**src/sv/fea_pkg.sv**
```systemverilog
// fea_pkg: shared types and codes for the free extent allocator
// used by fea_ctrl, fea_dp and free_extent_allocator_core
package fea_pkg;

  typedef enum logic [1:0] {
    REQ_INIT  = 2'd0,
    REQ_ALLOC = 2'd1,
    REQ_FREE  = 2'd2,
    REQ_MARK  = 2'd3
  } req_t;

  typedef enum logic [2:0] {
    ST_OK       = 3'd0,
    ST_INVALID  = 3'd1,
    ST_NOSPACE  = 3'd2,
    ST_NOTFOUND = 3'd3,
    ST_FULL     = 3'd4
  } status_t;

  typedef enum logic [3:0] {
    S_IDLE,
    S_CHECK,
    S_SCAN_RD,
    S_SCAN_EV,
    S_DECIDE,
    S_WRITE,
    S_SHIFT_RD,
    S_SHIFT_WR,
    S_DONE
  } state_t;

  localparam logic [1:0] CFG_BASE  = 2'd0;
  localparam logic [1:0] CFG_TOTAL = 2'd1;

  // controller to datapath
  typedef struct packed {
    logic load;       // capture request
    logic check;      // range check, init update
    logic rd_scan;    // read entry at scan index
    logic eval;       // evaluate scanned entry
    logic decide;     // compute the outcome
    logic write;      // apply the update
    logic shift_rd;   // read next shift source
    logic shift_wr;   // write shift destination
    logic finish;     // present result
  } cmd_t;

  // datapath to controller
  typedef struct packed {
    logic bad;        // request fails early
    logic immediate;  // request is done without scanning
    logic scan_end;   // scan index reached count
    logic hit;        // scanned entry ends the search
    logic do_shift;   // table entries must move
    logic shift_end;  // shift loop finished
  } sts_t;

endpackage

```
**src/sv/fea_ctrl.sv**
```systemverilog
// fea_ctrl: sequencer for one request at a time
// depends on fea_pkg
module fea_ctrl (
  input  logic           clk,
  input  logic           rst,
  input  logic           start,
  output logic           busy,
  input  fea_pkg::sts_t  sts,
  output fea_pkg::cmd_t  cmd
);

  fea_pkg::state_t state, state_next;

  always_ff @(posedge clk) begin
    if (rst) state <= fea_pkg::S_IDLE;
    else     state <= state_next;
  end

  always_comb begin
    state_next = state;
    case (state)
      fea_pkg::S_IDLE:
        if (start) state_next = fea_pkg::S_CHECK;
      fea_pkg::S_CHECK: begin
        if (sts.bad || sts.immediate) state_next = fea_pkg::S_DONE;
        else                          state_next = fea_pkg::S_SCAN_RD;
      end
      fea_pkg::S_SCAN_RD: begin
        if (sts.scan_end) state_next = fea_pkg::S_DECIDE;
        else              state_next = fea_pkg::S_SCAN_EV;
      end
      fea_pkg::S_SCAN_EV: begin
        if (sts.hit) state_next = fea_pkg::S_DECIDE;
        else         state_next = fea_pkg::S_SCAN_RD;
      end
      fea_pkg::S_DECIDE:   state_next = fea_pkg::S_WRITE;
      fea_pkg::S_WRITE: begin
        if (sts.do_shift) state_next = fea_pkg::S_SHIFT_RD;
        else              state_next = fea_pkg::S_DONE;
      end
      fea_pkg::S_SHIFT_RD: begin
        if (sts.shift_end) state_next = fea_pkg::S_DONE;
        else               state_next = fea_pkg::S_SHIFT_WR;
      end
      fea_pkg::S_SHIFT_WR: state_next = fea_pkg::S_SHIFT_RD;
      fea_pkg::S_DONE:     state_next = fea_pkg::S_IDLE;
      default:             state_next = fea_pkg::S_IDLE;
    endcase
  end

  always_comb begin
    cmd = '0;
    busy = (state != fea_pkg::S_IDLE);
    case (state)
      fea_pkg::S_IDLE:     cmd.load = start;
      fea_pkg::S_CHECK:    cmd.check = 1'b1;
      fea_pkg::S_SCAN_RD:  cmd.rd_scan = 1'b1;
      fea_pkg::S_SCAN_EV:  cmd.eval = 1'b1;
      fea_pkg::S_DECIDE:   cmd.decide = 1'b1;
      fea_pkg::S_WRITE:    cmd.write = 1'b1;
      fea_pkg::S_SHIFT_RD: cmd.shift_rd = 1'b1;
      fea_pkg::S_SHIFT_WR: cmd.shift_wr = 1'b1;
      fea_pkg::S_DONE:     cmd.finish = 1'b1;
      default:             cmd = '0;
    endcase
  end

endmodule

```
**config.mk**
```make
export PLATFORM = sky130hd
export DESIGN_NAME = fea_ctrl
export DESIGN_NICKNAME = d
export VERILOG_FILES = /design/src/sv/fea_pkg.sv /design/src/sv/fea_ctrl.sv
export SDC_FILE = /design/constraint.sdc
export NUM_CORES = 1
export LEC_CHECK = 0
export BUFFER_PORTS_ARGS = -buffer_cell sky130_fd_sc_hd__buf_4
export CORE_AREA = 4 4 41 43
export DETAILED_ROUTE_END_ITERATION = 7
export DIE_AREA = 0 0 45 47
export PLACE_DENSITY = 0.55
export SYNTH_ARGS = -nofsm -noshare
export SYNTH_HDL_FRONTEND = slang
export SYNTH_SLANG_ARGS = --single-unit
```
**constraint.sdc**
```tcl
create_clock -name clk -period 2.1 [get_ports clk]
set_input_delay 0.63 -clock clk [delete_from_list [all_inputs] [get_ports clk]]
set_output_delay 0.63 -clock clk [all_outputs]
set_load 0.02 [all_outputs]
```
==> Word-level counts from Yosys, hierarchy flattened <==
Index checks and enable logic that the tools add are counted.
{ "word_totals": {"regBits": 4, "input_bits": 9, "out_inout_bits": 10, "word_cells": 29} }
{ "op_classes": {"n_eq_ne": 9, "n_mux": 16, "reduce_logical": 3} }
{ "op_table": {"columns": ["op", "n"], "rows": [
  ["case mux 4 bit (8 select lines)", 1],
  ["equality test 4 x 3 -> 1 bit (second input constant)", 4],
  ["2-to-1 mux 4 bit", 4],
  ["2-to-1 mux 1 bit", 9],
  ["equality test 4 x 2 -> 1 bit (second input constant)", 2],
  ["2-to-1 mux 3 bit", 2],
  ["equality test 4 x 1 -> 1 bit (second input constant)", 1],
  ["equality test 4 bit (second input constant)", 1],
  ["zero test 4 bit", 1],
  ["nonzero test 4 bit", 1],
  ["!= test 2 bit (second input constant)", 1],
  ["logical OR 1 bit", 1]
]} }

==> Longest topological paths before layout <==
{ "logic_depth": {"ltp_word": 3, "ltp_mapped": 4, "mapped_depth_nobuf": 3} }

==> Worst setup path before layout <==
OpenSTA, ideal clock, no wires.
{ "synth_path": {"path_type": "register -> output", "start": "register state[0]", "end": "output cmd[0] (netlist bit)", "arrival_time_ns": 1.298, "required_ns": 1.470, "path_slack_ns": 0.172, "stages_incl_launch_ff": 3, "path_buffers": 1, "cell_sequence": "dfxtp_1 -> buf_2 -> nor4b_1"} }
{ "synth_rtl": {"columns": ["element", "line_no", "source"], "rows": [
  ["start: declaration", "fea_ctrl.sv:12", "fea_pkg::state_t state, state_next;"],
  ["start signal: assignment", "fea_ctrl.sv:15", "if (rst) state <= fea_pkg::S_IDLE;"],
  ["start signal: assignment", "fea_ctrl.sv:16", "else state <= state_next;"],
  ["end: declaration", "fea_ctrl.sv:9", "output fea_pkg::cmd_t cmd"]
]} }

==> key figures <==
Place
  – Placer Congestion: 0.7726
  – PortBufs: 18
  – Post-DP HPWL: around 670 um

Detailed routing
  – Antenna-violating nets left: 0
  – Initial DRC count: 1
  – Vias: between 300 and 400
  – DR WL/cell: 10.81 um
  – First-pass detailed-route iteration total: 4
  – Vias per inst: 4.962
  – Total Routed Length: 854 um
  – # DRC: 0

Critical path
  – Reg2reg start: state[0]
  – Arr. time, crit path: 1.31 ns
  – Max FO, Critical Path: 14
  – Startpoint class of the critical path: flip-flop
  – Required @ worst endpoint: 1.47 ns
  – Register-to-Register Path Depth: 3
  – R2R setup slack: 0.70 ns
  – CP Class: flip-flop to primary output
  – Critical Path Sink Type: primary output
  – Reg2Reg Capture Point: state[1]

Worst hold path
  – Worst Hold End: state[0]
  – Worst hold path depth: 1
  – Hold path startpoint: state[3]
  – Worst hold path type: flip-flop to flip-flop

STA
  – Clock skew: 0.001166 ns
  – Crit share post-route: 92.51%
  – RSZ-0062 raised after global routing: no
  – FMAX: 514.7 MHz
  – Worst hold margin: 0.6524 ns
  – Setup-failing EPs final: 0
  – Post-layout minimum cycle time: 1.943 ns
  – Worst-Margin Slew: 0.4533 ns
  – Slew headroom: between 60% and 70%
  – Setup_tns: 0 ns
  – Final Hold Viols: 0
  – Slew Limit Fails: 0

Cells and area
  – Commonest non-fill, non-tap cell in the layout: buf_4
  – Layout net count: 75
  – Commonest non-fill, non-tap cells in the layout: buf_4, nor2_1, dfxtp_1
  – Most flop-heavy register: state
  – Share of layout cells above drive strength 1: 40.63%
  – Top Registers: state: 4 flops
  – Max FFs per register: 4
  – Area growth syn-to-layout: 45.26%
  – # diodes: 0

Yosys
  – Yosys top cell area share: approximately 22%
  – Yosys warning count: 0
  – Synth area leader: dfxtp_1
  – Synth Cell Area: about 360 um2
  – Sequential share of the synthesized area: 22.46%
  – Syn Nets: 55
  – Gate Count Post-Synth: 46
  – Avg Inst Size Synth: 7.752 um2
  – Yosys cell types: 25
  – Area contributors post-synth: dfxtp_1, nor2_1, nand2b_1
  – #FFs+latches synth: 4

Pwr
  – Max VDD drop: 336.4 uV
  – Total power: 259.3 uW
  – PwrDens: 500.6 nW/um2
  – Leak pwr: 0.2199 nW

Floorplan
  – Top Ports: 19
  – Die Wd: around 45 um
  – Die H: 47 um
  – Initial core utilization: between 20% and 30%
  – Std-Cell Core Area: 1301 um2
  – Site Rows: 13
  – Die Footprint: roughly 2100 um2

Clock network
  – Cts bufs inserted: 3
  – CTS H-tree lvls: 1
  – Clock latency on the worst-skew pair: 0.23 ns
  – Post_cts resized: 0
  – Clock transition at path regs: 0.04 ns
  – Root buffer cell: clkbuf_4
  – Sink Count: 4
  – CTS Buffer Depth: 2
  – CTS hold repair buffers: 0
  – CTS tree: yes
  – Setup Buffers After CTS: 0

Run
  – Max_cap viols: 0

Global routing
  – Gr ovfl total: 0
  – Initial antenna violation count: 0
  – Number of global-route vias before repair: ~350
  – Largest net degree at the start of global routing: 15
  – GRT Overall Usage: 9.558%
  – First-pass GRT wire length: 1462 um

Run status
  – Status: complete, no violations
[worst max-delay path, stage by stage (launching register included)]
cell and delay, ns:
dfxtp_1 0.59, nand2b_1 0.16, nor3_1 0.16, buf_4 0.17
[metrics by stage]
stage	utilization [%]	cell area [um2]	setup WS [ns]	std cells
floorplan	-	356.6	0.1724	46
global placement	38.08	495.5	0.3875	76
detailed placement	38.08	495.5	0.3865	76
CTS	39.81	518.0	0.1347	79
global route	39.81	518.0	0.01329	79
finish	39.81	518.0	0.1572	79
[routing by layer]
layer,vias up,part of all wire (%),GRT usage [%]
li1,206,-,-
met1,173,47,11.82
met2,13,42,14.41
met3,0,11,6.897
met4,0,0,0
met5,-,0,0
[final cells by class]
type	instances	area, um2
flip-flops and latches	4	80.08
repair buffers	19	142.6
well taps	15	18.77
fillers	147	783.3
multi-input cells	38	254.0
clock buffers	3	22.52
[cells in the mapped netlist]
library cell,n
a2111oi_2,1
a21o_1,1
a21oi_1,1
a31oi_1,2
and3_1,1
and3b_1,1
buf_2,3
buf_4,1
dfxtp_1,4
mux2_1,1
mux2_2,1
nand2_1,3
nand2b_1,3
nand3b_1,1
nand4b_1,1
nor2_1,7
nor2b_1,2
nor3_1,3
nor3b_1,1
nor4b_1,1
nor4b_2,1
o21a_1,1
o21ai_0,3
o41ai_2,1
or3_1,1
[report_power, final]
group	leakage, nW	total [mW]	switching (mW)	internal [mW]
Combinational	0.174	0.0769	0.0360	0.0409
Sequential	0.0326	0.0918	0.0114	0.0803
Clock	0.0138	0.0907	0.0270	0.0636
[worst max-delay path by stage]
stage,start,endpoint,depth (start not counted)
floorplan,state[0],cmd[0],2
global placement,state[0],cmd[7],2
detailed placement,state[1],cmd[6],3
CTS,state[1],cmd[6],3
global route,state[1],cmd[6],3
finish,state[1],cmd[6],3
[cells by family after synthesis]
kind of cell | after synthesis | synth area share (%)
AO/OA/AOI/OAI | 10 | 22.10
buffers and inverters | 4 | 6.315
flip-flops | 4 | 22.46
multiplexers | 2 | 6.315
AND/OR/NAND/NOR | 26 | 42.81
Note: power is estimated with default switching activity, not from simulation.
